**src/rtl/fsup_pkg.sv**
```systemverilog
// ----------------------------------------------------------------------------
// fsup_pkg
// Types and constants shared by the sector update planner modules.
// ----------------------------------------------------------------------------
package fsup_pkg;

  localparam int ADDR_W = 24;
  localparam int MASK_W = 16;
  localparam int JOB_DEPTH = 2;

  localparam int SECTOR_BYTES_DEF = 4096;
  localparam int PAGE_BYTES_DEF = 256;
  localparam logic [ADDR_W-1:0] REGION_BASE_RESET = 24'h200000;

  localparam logic [1:0] ACT_SKIP = 2'd0;
  localparam logic [1:0] ACT_ERASE = 2'd1;
  localparam logic [1:0] ACT_PROGRAM = 2'd2;

  typedef struct packed {
    logic [ADDR_W-1:0] byte_offset;
    logic [7:0] old_byte;
    logic [7:0] new_byte;
    logic chunk_end;
  } in_t;

  typedef struct packed {
    logic [1:0] action;
    logic [ADDR_W-1:0] flash_address;
    logic last;
  } out_t;

  // one finished chunk, handed from front to back
  typedef struct packed {
    logic [MASK_W-1:0] mask;
    logic erase;
    logic [ADDR_W-1:0] sector;
  } job_t;

endpackage

```
**src/rtl/fsup_front.sv**
```systemverilog
// ----------------------------------------------------------------------------
// fsup_front
// Accepts bytes, forms the flash address and accumulates page/erase marks;
// pushes a job on the chunk-end byte.
// ----------------------------------------------------------------------------
module fsup_front #(
  parameter int SECTOR_BYTES = fsup_pkg::SECTOR_BYTES_DEF,
  parameter int PAGE_BYTES = fsup_pkg::PAGE_BYTES_DEF
) (
  input  logic clk,
  input  logic rst,
  input  logic in_valid,
  output logic in_stall,
  input  fsup_pkg::in_t in_data,
  input  logic cfg_write,
  input  logic [fsup_pkg::ADDR_W-1:0] cfg_data,
  input  logic q_full,
  output logic push,
  output fsup_pkg::job_t push_job
);
  import fsup_pkg::*;

  localparam int PAGE_SHIFT = $clog2(PAGE_BYTES);
  localparam logic [ADDR_W-1:0] SECTOR_MASK = ADDR_W'(SECTOR_BYTES - 1);

  logic [ADDR_W-1:0] region_base;
  logic [MASK_W-1:0] changed_mask, changed_mask_next;
  logic erase_flag, erase_flag_next;

  logic accept;
  logic [ADDR_W-1:0] addr, sec_off, page_full;
  logic [3:0] page;
  logic changed;

  assign in_stall = q_full;
  assign accept = in_valid && !q_full;

  always_comb begin
    addr = region_base + in_data.byte_offset;
    sec_off = addr & SECTOR_MASK;
    page_full = sec_off >> PAGE_SHIFT;
    page = page_full[3:0];
    changed = in_data.old_byte != in_data.new_byte;
    changed_mask_next = changed_mask;
    erase_flag_next = erase_flag;
    if (changed) begin
      changed_mask_next = changed_mask | (MASK_W'(1) << page);
      if ((in_data.new_byte & ~in_data.old_byte) != 8'd0) erase_flag_next = 1'b1;
    end
  end

  assign push = accept && in_data.chunk_end;
  assign push_job = '{mask: changed_mask_next, erase: erase_flag_next,
                      sector: addr & ~SECTOR_MASK};

  always_ff @(posedge clk) begin
    if (rst) begin
      region_base <= REGION_BASE_RESET;
      changed_mask <= '0;
      erase_flag <= 1'b0;
    end else begin
      if (cfg_write) region_base <= cfg_data;
      if (accept) begin
        if (in_data.chunk_end) begin
          changed_mask <= '0;
          erase_flag <= 1'b0;
        end else begin
          changed_mask <= changed_mask_next;
          erase_flag <= erase_flag_next;
        end
      end
    end
  end

endmodule

```
**src/rtl/fsup_queue.sv**
```systemverilog
// ----------------------------------------------------------------------------
// fsup_queue
// Short job FIFO between the front and the command sequencer.
// ----------------------------------------------------------------------------
module fsup_queue (
  input  logic clk,
  input  logic rst,
  input  logic push,
  input  fsup_pkg::job_t push_job,
  output logic full,
  input  logic pop,
  output logic not_empty,
  output fsup_pkg::job_t pop_job
);
  import fsup_pkg::*;

  localparam int PTR_W = (JOB_DEPTH > 1) ? $clog2(JOB_DEPTH) : 1;
  localparam int CNT_W = $clog2(JOB_DEPTH + 1);
  localparam logic [PTR_W-1:0] PTR_LAST = PTR_W'(JOB_DEPTH - 1);

  job_t mem [JOB_DEPTH];
  logic [PTR_W-1:0] wr_ptr, rd_ptr;
  logic [CNT_W-1:0] count;

  assign full = count == CNT_W'(JOB_DEPTH);
  assign not_empty = count != '0;
  assign pop_job = mem[rd_ptr];

  always_ff @(posedge clk) begin
    if (push) mem[wr_ptr] <= push_job;
  end

  always_ff @(posedge clk) begin
    if (rst) begin
      wr_ptr <= '0;
      rd_ptr <= '0;
      count <= '0;
    end else begin
      if (push) wr_ptr <= (wr_ptr == PTR_LAST) ? '0 : wr_ptr + PTR_W'(1);
      if (pop) rd_ptr <= (rd_ptr == PTR_LAST) ? '0 : rd_ptr + PTR_W'(1);
      if (push && !pop) count <= count + CNT_W'(1);
      else if (pop && !push) count <= count - CNT_W'(1);
    end
  end

endmodule

```
**src/rtl/fsup_back.sv**
```systemverilog
// ----------------------------------------------------------------------------
// fsup_back
// Command sequencer: turns one job into skip, or page programs after an optional erase,
// one command per cycle into a registered output while the output is not stalled.
// ----------------------------------------------------------------------------
module fsup_back #(
  parameter int SECTOR_BYTES = fsup_pkg::SECTOR_BYTES_DEF,
  parameter int PAGE_BYTES = fsup_pkg::PAGE_BYTES_DEF
) (
  input  logic clk,
  input  logic rst,
  input  logic q_not_empty,
  input  fsup_pkg::job_t q_job,
  output logic q_pop,
  output logic out_valid,
  input  logic out_stall,
  output fsup_pkg::out_t out_data
);
  import fsup_pkg::*;

  localparam int PAGE_SHIFT = $clog2(PAGE_BYTES);
  // pages handled per sector: clamp to the mask width, at least one
  localparam int PAGES_RAW = SECTOR_BYTES / PAGE_BYTES;
  localparam int NPAGES = (PAGES_RAW > MASK_W) ? MASK_W : ((PAGES_RAW == 0) ? 1 : PAGES_RAW);
  localparam logic [MASK_W-1:0] ALL_PAGES = MASK_W'((33'd1 << NPAGES) - 33'd1);

  logic busy, skip, erase_pend;
  logic [MASK_W-1:0] mask, rest;
  logic [ADDR_W-1:0] sector;
  logic [3:0] low_page;
  logic emit;

  // lowest marked page
  always_comb begin
    low_page = '0;
    for (int i = MASK_W - 1; i >= 0; i--) begin
      if (mask[i]) low_page = 4'(i);
    end
    rest = mask & ~(MASK_W'(1) << low_page);
  end

  assign emit = busy && (!out_valid || !out_stall);
  assign q_pop = !busy && q_not_empty;

  always_ff @(posedge clk) begin
    if (emit) begin
      if (skip) begin
        out_data <= '{action: ACT_SKIP, flash_address: sector, last: 1'b1};
      end else if (erase_pend) begin
        out_data <= '{action: ACT_ERASE, flash_address: sector, last: 1'b0};
      end else begin
        out_data <= '{action: ACT_PROGRAM,
                      flash_address: sector + (ADDR_W'(low_page) << PAGE_SHIFT),
                      last: rest == '0};
      end
    end
    if (q_pop) begin
      skip <= q_job.mask == '0;
      mask <= q_job.erase ? ALL_PAGES : q_job.mask;
      sector <= q_job.sector;
    end else if (emit && !skip && !erase_pend) begin
      mask <= rest;
    end
  end

  always_ff @(posedge clk) begin
    if (rst) begin
      busy <= 1'b0;
      erase_pend <= 1'b0;
      out_valid <= 1'b0;
    end else begin
      if (emit) out_valid <= 1'b1;
      else if (!out_stall) out_valid <= 1'b0;
      if (q_pop) begin
        busy <= 1'b1;
        erase_pend <= q_job.erase;
      end else if (emit) begin
        if (skip) busy <= 1'b0;
        else if (erase_pend) erase_pend <= 1'b0;
        else if (rest == '0) busy <= 1'b0;
      end
    end
  end

endmodule

```
**src/rtl/flash_sector_update_planner_unit.sv**
```systemverilog
// ----------------------------------------------------------------------------
// flash_sector_update_planner_unit
// Plans the erase/program commands for a chunk of bytes within one sector.
// ----------------------------------------------------------------------------
// Bytes are taken one per cycle. A byte without chunk_end produces nothing;
// the chunk-end byte closes the chunk and queues a job (two-deep queue), and
// the input stalls only while that queue is full. The command sequencer then
// emits 1 to 17 commands for the chunk, one per cycle when the output is not
// stalled: a single skip, or an optional sector erase followed by one page
// program per marked page (all after an erase) in ascending order, with last
// set on the final one. SECTOR_BYTES and PAGE_BYTES must be powers of two;
// with more than 16 pages a sector the page index wraps onto 16 page marks.
module flash_sector_update_planner_unit #(
  parameter int SECTOR_BYTES = fsup_pkg::SECTOR_BYTES_DEF,
  parameter int PAGE_BYTES = fsup_pkg::PAGE_BYTES_DEF
) (
  input  logic clk,
  input  logic rst,
  input  logic in_valid,
  output logic in_stall,
  input  fsup_pkg::in_t in_data,
  output logic out_valid,
  input  logic out_stall,
  output fsup_pkg::out_t out_data,
  input  logic cfg_write,
  input  logic [fsup_pkg::ADDR_W-1:0] cfg_data
);
  import fsup_pkg::*;

  logic push, q_full, q_pop, q_not_empty;
  job_t push_job, q_job;

  fsup_front #(.SECTOR_BYTES(SECTOR_BYTES), .PAGE_BYTES(PAGE_BYTES)) u_front (
    .clk, .rst, .in_valid, .in_stall, .in_data, .cfg_write, .cfg_data,
    .q_full, .push, .push_job
  );

  fsup_queue u_queue (
    .clk, .rst, .push, .push_job, .full(q_full), .pop(q_pop),
    .not_empty(q_not_empty), .pop_job(q_job)
  );

  fsup_back #(.SECTOR_BYTES(SECTOR_BYTES), .PAGE_BYTES(PAGE_BYTES)) u_back (
    .clk, .rst, .q_not_empty, .q_job, .q_pop, .out_valid, .out_stall, .out_data
  );

endmodule
```
**config.mk**
```make
export PLATFORM = sky130hd
export DESIGN_NAME = flash_sector_update_planner_unit
export DESIGN_NICKNAME = d
export VERILOG_FILES = /design/src/rtl/fsup_pkg.sv /design/src/rtl/fsup_front.sv /design/src/rtl/fsup_queue.sv /design/src/rtl/fsup_back.sv /design/src/rtl/flash_sector_update_planner_unit.sv
export SDC_FILE = /design/constraint.sdc
export NUM_CORES = 1
export LEC_CHECK = 0
export BUFFER_PORTS_ARGS = -buffer_cell sky130_fd_sc_hd__buf_2
export CORE_UTILIZATION = 36
export CTS_CLUSTER_DIAMETER = 60
export DETAILED_ROUTE_END_ITERATION = 8
export PLACE_DENSITY = 0.59
export SLEW_MARGIN = 15
export SYNTH_ARGS = -nofsm -noshare
export SYNTH_HDL_FRONTEND = slang
export SYNTH_HIERARCHICAL = 1
export SYNTH_SLANG_ARGS = --single-unit
```
**constraint.sdc**
```tcl
create_clock -name clk -period 6.4 [get_ports clk]
set_input_delay 0.64 -clock clk [delete_from_list [all_inputs] [get_ports clk]]
set_output_delay 0.64 -clock clk [all_outputs]
set_load 0.01 [all_outputs]
```
==> results of run 1 <==
routing by layer:
layer	GRT usage	part of all wire	vias up
li1	-	-	3007
met1	0.199	0.50	2777
met2	0.226	0.44	126
met3	0.0311	0.044	18
met4	0.0480	0.014	0
met5	0	0	-
sequential cells by signal, summed over array words and instances, names as in the netlist, 2 cells and up, named ones only:
register              flops
u_back/mask              16
u_back/out_data          27
u_back/sector            24
u_front/changed_mask     16
u_front/region_base      24
u_queue/count             2
u_queue/mem              82
synth_stat cells, drive strengths merged, types with 6 or more instances:
library cell and instances:
edfxtp 150, nor2 60, dfxtp 49, o21ai 47, mux2 41, nand2 36, ha 35, inv 28
a21oi 23, mux2i 23, buf 20, a21o 19, clkbuf 17, xnor2 17, nor3 16, nand3 13
nand4 12, o211ai 11, o21bai 11, xor2 11, or2 10, nor2b 9, a32o 8, nor4 8
and2 6, and3 6, o31ai 6
per-stage QoR:
step / utilization / cell area [um2] / total power (uW) / instances / hold slack, ns
CTS: 0.427 / 10900 / 4350 / 1191 / 0.388
detailed placement: 0.402 / 10200 / 3210 / 1159 / 0.406
finish: 0.427 / 10900 / 4300 / 1191 / 0.406
global placement: 0.402 / 10200 / 3210 / 1159 / 0.401
global route: 0.427 / 10900 / 4570 / 1191 / 0.385
floorplan: - / 9470 / 2850 / 764 / 0.400
logic make-up (layout without fill, tap and decap cells):
kind of cell | Yosys count | after routing
flip-flops | 199 | 199
adder cells (fa/ha/maj) | 36 | 36
other | 1 | 12
AND/OR/NAND/NOR | 196 | 196
XOR/XNOR | 28 | 28
AO/OA/AOI/OAI | 164 | 164
multiplexers | 64 | 64
buffers and inverters | 65 | 162
worst register-to-register path, stage by stage, from the launching register on:
cell,delay [ns]
edfxtp_1,0.46
or2_0,0.25
o311ai_0,0.41
o211ai_1,0.26
inv_1,0.14
ha_1,0.17
inv_1,0.05
fa_1,0.39
nor2b_1,0.12
o21ai_0,0.08
a21oi_1,0.28
nand2_1,0.09
nor2_1,0.20
nand2_1,0.10
xnor2_1,0.13
path summary, 6_finish.rpt:
check / cells past startpoint / to / slack (ns)
max: 14 / u_back/out_data[23] / 3.03
min: 2 / u_front/region_base[21] / 0.41
max reg2reg: 14 / u_back/out_data[23] / 3.03
min reg2reg: 0 / u_back/out_data[8] / 0.43
layout make-up:
| cell class | count | share of cell area |
|---|---|---|
| sequential | 199 | 0.506 |
| tap | 330 | 0.0381 |
| clock inverter | 15 | 0.0203 |
| inverter | 28 | 0.00969 |
| timing repair buffer | 102 | 0.0480 |
| clock buffer | 17 | 0.0392 |
| multi-input combinational | 500 | 0.339 |
report_power, final:
group          internal, uW  switching (uW)  total, uW
registers              1790             170       1960
logic                   471             742       1210
clock network           553             575       1130
total                  2810            1490       4300
==> results.yml, run 1 <==
drt:
  post_drt_via_cell_ratio: 4.98
  drtAntennaViolNets: 0
  drc: 0
  firstDrtPassIters: 6
  num_vias: 5928
  wl_per_cell_um: 15.3
  drt-total-wl_um: 18200
  drt_first_iter_violations: 328
layout:
  nFillCells: 2409
  drive_gt1_frac: 0.240
  regArea_mm2: 0.00549
  multi_input_area_mm2: 0.00368
  layout_common_cells: "150 x edfxtp_1, 98 x buf_2, 59 x nor2_1"
  n_antenna_cell: 0
  area_growth_syn_to_layout_pct: 15.1
  nets: 954
  final_common_cell: "edfxtp_1"
synthesis:
  yosysWarningCount: 6
  synthDistinctLibCells: 80
  syn-instance-count: 753
  synth_xor_area_frac: 0.0260
  synth_mux_area_frac: 0.0734
  synth_top_family_by_area: "compound AO/OA/AOI/OAI gates"
  synthArstFlopShare: 0
  yosysTopAreaCell: "edfxtp_1"
  synth_edf_count: 150
  synth_seq_cells: 199
  ys_seq_area_frac: 0.582
  synth-simple-area-share: 0.106
  synth_compound_area_frac: 0.130
  synth_top_area_share: 0.478
  synth_adder_area_share: 0.0486
  avgSynthCellArea_um2: 12.5
  syn_area_mm2: 0.00943
  synth_flop_cell: "edfxtp_1"
  ys_top_cells_by_area: "edfxtp_1 48%, dfxtp_1 10%, ha_1 4.6%"
timing:
  finalHoldViolations: 0
  worst_slack_ns: 3.03
  finalCritPeriodShare: 0.527
  final_max_slew_viol_count: 0
  worst_pin_slew_ns: 1.06
  period_needed_ns: 3.37
  rsz0062_at_grt: "no"
  finalSetupViolCount: 0
  setup_tns_ns: 0
  fin_skew_ns: 0.0201
  fmax_mhz: 297
  relSlewSlack: 0.297
critical_path:
  cp.arrival_ns: 3.58
  worstSetupPathType: "reg2reg"
  rr_startpoint: "u_back/mask[2]"
  endpoint_kind: "register"
  crit_buf_inv: 2
  worst_path_max_delay_cell: "edfxtp_1"
  crit_start: "u_back/mask[2]"
  crit_path_start_kind: "register"
  critPathMaxFanout: 7
  critPathTopFamily: "compound AO/OA/AOI/OAI gates"
  path_cells: "or2_0 > o311ai_0 > o211ai_1 > inv_1 > ha_1 > inv_1 > fa_1 > nor2b_1 > o21ai_0 > a21oi_1 > nand2_1 > nor2_1 > nand2_1 > xnor2_1"
  cp.required_ns: 6.61
  slowest_delay_ns: 0.46
grt:
  grt_pass1_wl_um: 30200
  grt_max_degree: 42
  grt_pass1_vias: 5866
  grt_usage: 0.145
  grt-ovfl-total: 0
  antenna_found_initial: 0
power:
  vdd_ir_drop_max_mv: 0.193
  leakagePower_uw: 0.00420
  p_per_area_mw_per_mm2: 396
worst_hold_path:
  hold_path.startpoint: "cfg_data[21]"
  hp-class: "in2reg"
placement:
  place_congestion: 0.877
  numPortBuffers: 98
  pre_cts_ws_ns: 3.03
  dp_hpwl_um: 13100
floorplan:
  dieHeight_um: 164
  core_area_mm2: 0.0254
  boundaryPins: 99
  die_w_um: 164
  initial_utilization: 0.371
  rows: 58
  die_area_mm2: 0.0268
clocking:
  cts_resized: 0
  postCtsHoldBufs: 0
  cts_setup_buffers: 0
  clk_latency_ns: 0.45
  clkSinkCount: 199
  clockBufferDepth: 2
  cts-root-buf: "clkbuf_16"
  clkTransAtPathRegs_ns: 0.09
  cts-buffers-inserted: 17
  cts_tree: "yes"
  htree_levels: 4
status:
  status: "completed"
job:
  drv_cap: 0
Note: power is estimated with default switching activity, not from simulation.
==> inputs of run 2 (changes only) <==
--- a/config.mk
+++ b/config.mk
@@ -5,11 +5,12 @@
 export SDC_FILE = /design/constraint.sdc
 export NUM_CORES = 1
 export LEC_CHECK = 0
+export ABC_AREA = 1
 export BUFFER_PORTS_ARGS = -buffer_cell sky130_fd_sc_hd__buf_2
 export CORE_UTILIZATION = 36
 export CTS_CLUSTER_DIAMETER = 60
 export DETAILED_ROUTE_END_ITERATION = 8
-export PLACE_DENSITY = 0.59
+export PLACE_DENSITY = 0.61
 export SLEW_MARGIN = 15
 export SYNTH_ARGS = -nofsm -noshare
 export SYNTH_HDL_FRONTEND = slang
==> constraint.sdc (replaced) <==
create_clock -name clk -period 3.1 [get_ports clk]
set_input_delay 0.31 -clock clk [delete_from_list [all_inputs] [get_ports clk]]
set_output_delay 0.31 -clock clk [all_outputs]
set_load 0.01 [all_outputs]
==> run 2 against run 1 <==
Against the previous run: the flow now finishes with violations (negative setup slack); core utilization rose by 0.11 points; critical path depth grew 14; power is 110% higher; highest routed layer unchanged; largest cell class unchanged; synthesized cell count increased by 33%; critical endpoint is now u_back/out_data[21].
==> results.yml, run 2 <==
clocking:
  cts_tree: "yes"
  clkTransAtPathRegs_ns: 0.08
  cts-buffers-inserted: 17
  clkSinkCount: 199
  clockBufferDepth: 2
  clk_latency_ns: 0.43
  postCtsHoldBufs: 0
  htree_levels: 4
  cts-root-buf: "clkbuf_16"
critical_path:
  crit_top_cell: "nand2_1"
  worstSetupPathType: "reg2reg"
  critPathMaxFanout: 3
  crit_path_start_kind: "register"
  endpoint_kind: "register"
  crit_buf_inv: 5
  slowest_delay_ns: 0.41
  cp.arrival_ns: 3.29
  worst_path_max_delay_cell: "edfxtp_1"
  critPathTopFamily: "simple AND/OR/NAND/NOR gates"
  cp.required_ns: 3.29
power:
  p_per_area_mw_per_mm2: 786
  internal-power_uw: 6030
  switching_power_uw: 3100
  pwr-share-comb: 0.321
  seq_power_share: 0.438
  leakagePower_uw: 0.00502
  power.share.clock: 0.241
  vdd_ir_drop_max_mv: 0.372
  swShare: 0.340
synthesis:
  yosysTopAreaCell: "edfxtp_1"
  ys_seq_area_frac: 0.549
  ys_top_cells_by_area: "edfxtp_1 45%, dfxtp_1 9.8%, mux2_4 6.0%"
  synthDistinctLibCells: 46
  synth_flop_cell: "edfxtp_1"
  yosysWarningCount: 6
  syn-instance-count: 1002
  synth_edf_count: 150
  synth_top_area_share: 0.451
  synth_seq_cells: 199
  synthArstFlopShare: 0
  yosysMostFrequentCell: "nand2_1"
  synth_common_cells: "153 x nand2_1, 150 x edfxtp_1, 149 x nor2_1"
  avgSynthCellArea_um2: 9.98
  syn_area_mm2: 0.0100
status:
  violations: "negative setup slack"
  status: "complete, but fails checks"
layout:
  nets: 1231
  final_common_cell: "nand2_1"
  drive_gt1_frac: 0.217
  top_register: "u_queue/mem"
  fin_area_mm2: 0.0116
  layout_common_cells: "152 x nand2_1, 150 x edfxtp_1, 146 x nor2_1"
  n_antenna_cell: 0
  area_growth_syn_to_layout_pct: 16.1
  largest_reg_flops: 82
  nFillCells: 2610
  largestRegisters: "u_queue/mem x82, u_back/out_data x27"
grt:
  grt-ovfl-total: 0
  grt_pass1_wl_um: 31100
  grt_usage: 0.138
  grt_pass1_vias: 6464
  antenna_found_initial: 0
  grt_max_degree: 51
drt:
  dr_wl_met3_um: 512
  post_drt_via_cell_ratio: 4.52
  wl_per_cell_um: 12.7
  drtAntennaViolNets: 0
  dr.max_layer_used: "met4"
  firstDrtPassIters: 4
  met1_length_um: 9420
  drc: 0
  wl_met2_um: 8980
  drt_first_iter_violations: 327
  num_vias: 6818
  drt-total-wl_um: 19100
timing:
  final_max_slew_viol_count: 0
  worst_pin_slew_ns: 0.749
  setup_tns_ns: -0.00380
  relSlewSlack: 0.501
  rsz0062_at_grt: "yes"
  period_needed_ns: 3.10
  worst_slack_ns: -0.00380
  finalCritPeriodShare: 1.00
  fmax_mhz: 322
  fin_skew_ns: 0.0135
  finalHoldViolations: 0
  finalSetupViolCount: 1
placement:
  dp_hpwl_um: 14400
  dpl-instance-area_mm2: 0.0109
  numPortBuffers: 98
  pre_cts_ws_ns: -0.184
  place_congestion: 0.915
floorplan:
  initial_utilization: 0.369
  dieHeight_um: 169
  rows: 60
  boundaryPins: 99
  die_area_mm2: 0.0284
  die_w_um: 169
  core_area_mm2: 0.0271
worst_hold_path:
  hp-class: "in2reg"
job:
  drv_cap: 0
-- run 2: layout make-up --
class                           instances  area, um2  area share
Sequential cell                       199       5490       0.473
Multi-Input combinational cell        646       3850       0.332
Timing Repair Buffer                  124        698      0.0601
Inverter                              137        514      0.0443
Tap cell                              372        465      0.0401
Clock buffer                           17        425      0.0366
Clock inverter                         15        164      0.0141
-- run 2: cells by family (layout without fill, tap and decap cells) --
group	after synthesis	count (layout)	share of synthesized area
compound gates	133	133	0.0751
xor+xnor	21	21	0.0184
fa+ha+maj	36	36	0.0458
buf+inv	168	293	0.0756
flops	199	199	0.549
mux	41	41	0.0612
other cells	1	12	0.000375
simple gates	403	403	0.175
-- run 2: power by group through the flow --
stage | Sequential, uW | Clock (uW) | Combinational, uW
floorplan | 4000 | 0 | 2120
global placement | 4050 | 0 | 2820
detailed placement | 4060 | 0 | 2860
CTS | 4000 | 2260 | 2890
global route | 4070 | 2360 | 3300
finish | 4000 | 2200 | 2930
-- run 2: path summary, 6_finish.rpt --
kind / start / slack (ns) / end / cells past startpoint
worst min-delay path: cfg_data[21] / 0.08 / u_front/region_base[21] / 3
worst max register to register: u_back/mask[14] / -0.004 / u_back/out_data[21] / 28
worst min register to register: u_back/sector[3] / 0.42 / u_back/out_data[4] / 0
worst max-delay path: u_back/mask[14] / -0.004 / u_back/out_data[21] / 28
-- run 2: through the flow --
stage	utilization	std cells	total power (uW)	hold WS (ns)
floorplan	-	1013	6120	0.379
global placement	0.404	1475	6870	0.402
detailed placement	0.404	1475	6920	0.405
CTS	0.426	1508	9150	0.0660
global route	0.428	1510	9720	0.0918
finish	0.428	1510	9130	0.0823
-- run 2: worst reg2reg max path, delay by kind of cell (launching register included) --
kind	cells	cell delay [ns]
simple gates	19	1.33
fa+ha+maj	2	0.48
flops	1	0.41
buf+inv	5	0.28
compound gates	1	0.20
xor+xnor	1	0.14
-- run 2: per-layer routing --
| metal | track usage | up-vias |
|---|---|---|
| met1 | 0.179 | 3110 |
| met2 | 0.233 | 97 |
| met3 | 0.0229 | 18 |
| li1 | - | 3593 |
| met4 | 0.0451 | 0 |
| met5 | 0 | - |
-- run 2: repair_timing --
action / in CTS / in global routing
buffers inserted: 1 / 2
setup endpoints to repair: 4 / 9
pin swaps: 3 / 4
resized for setup: 4 / 10
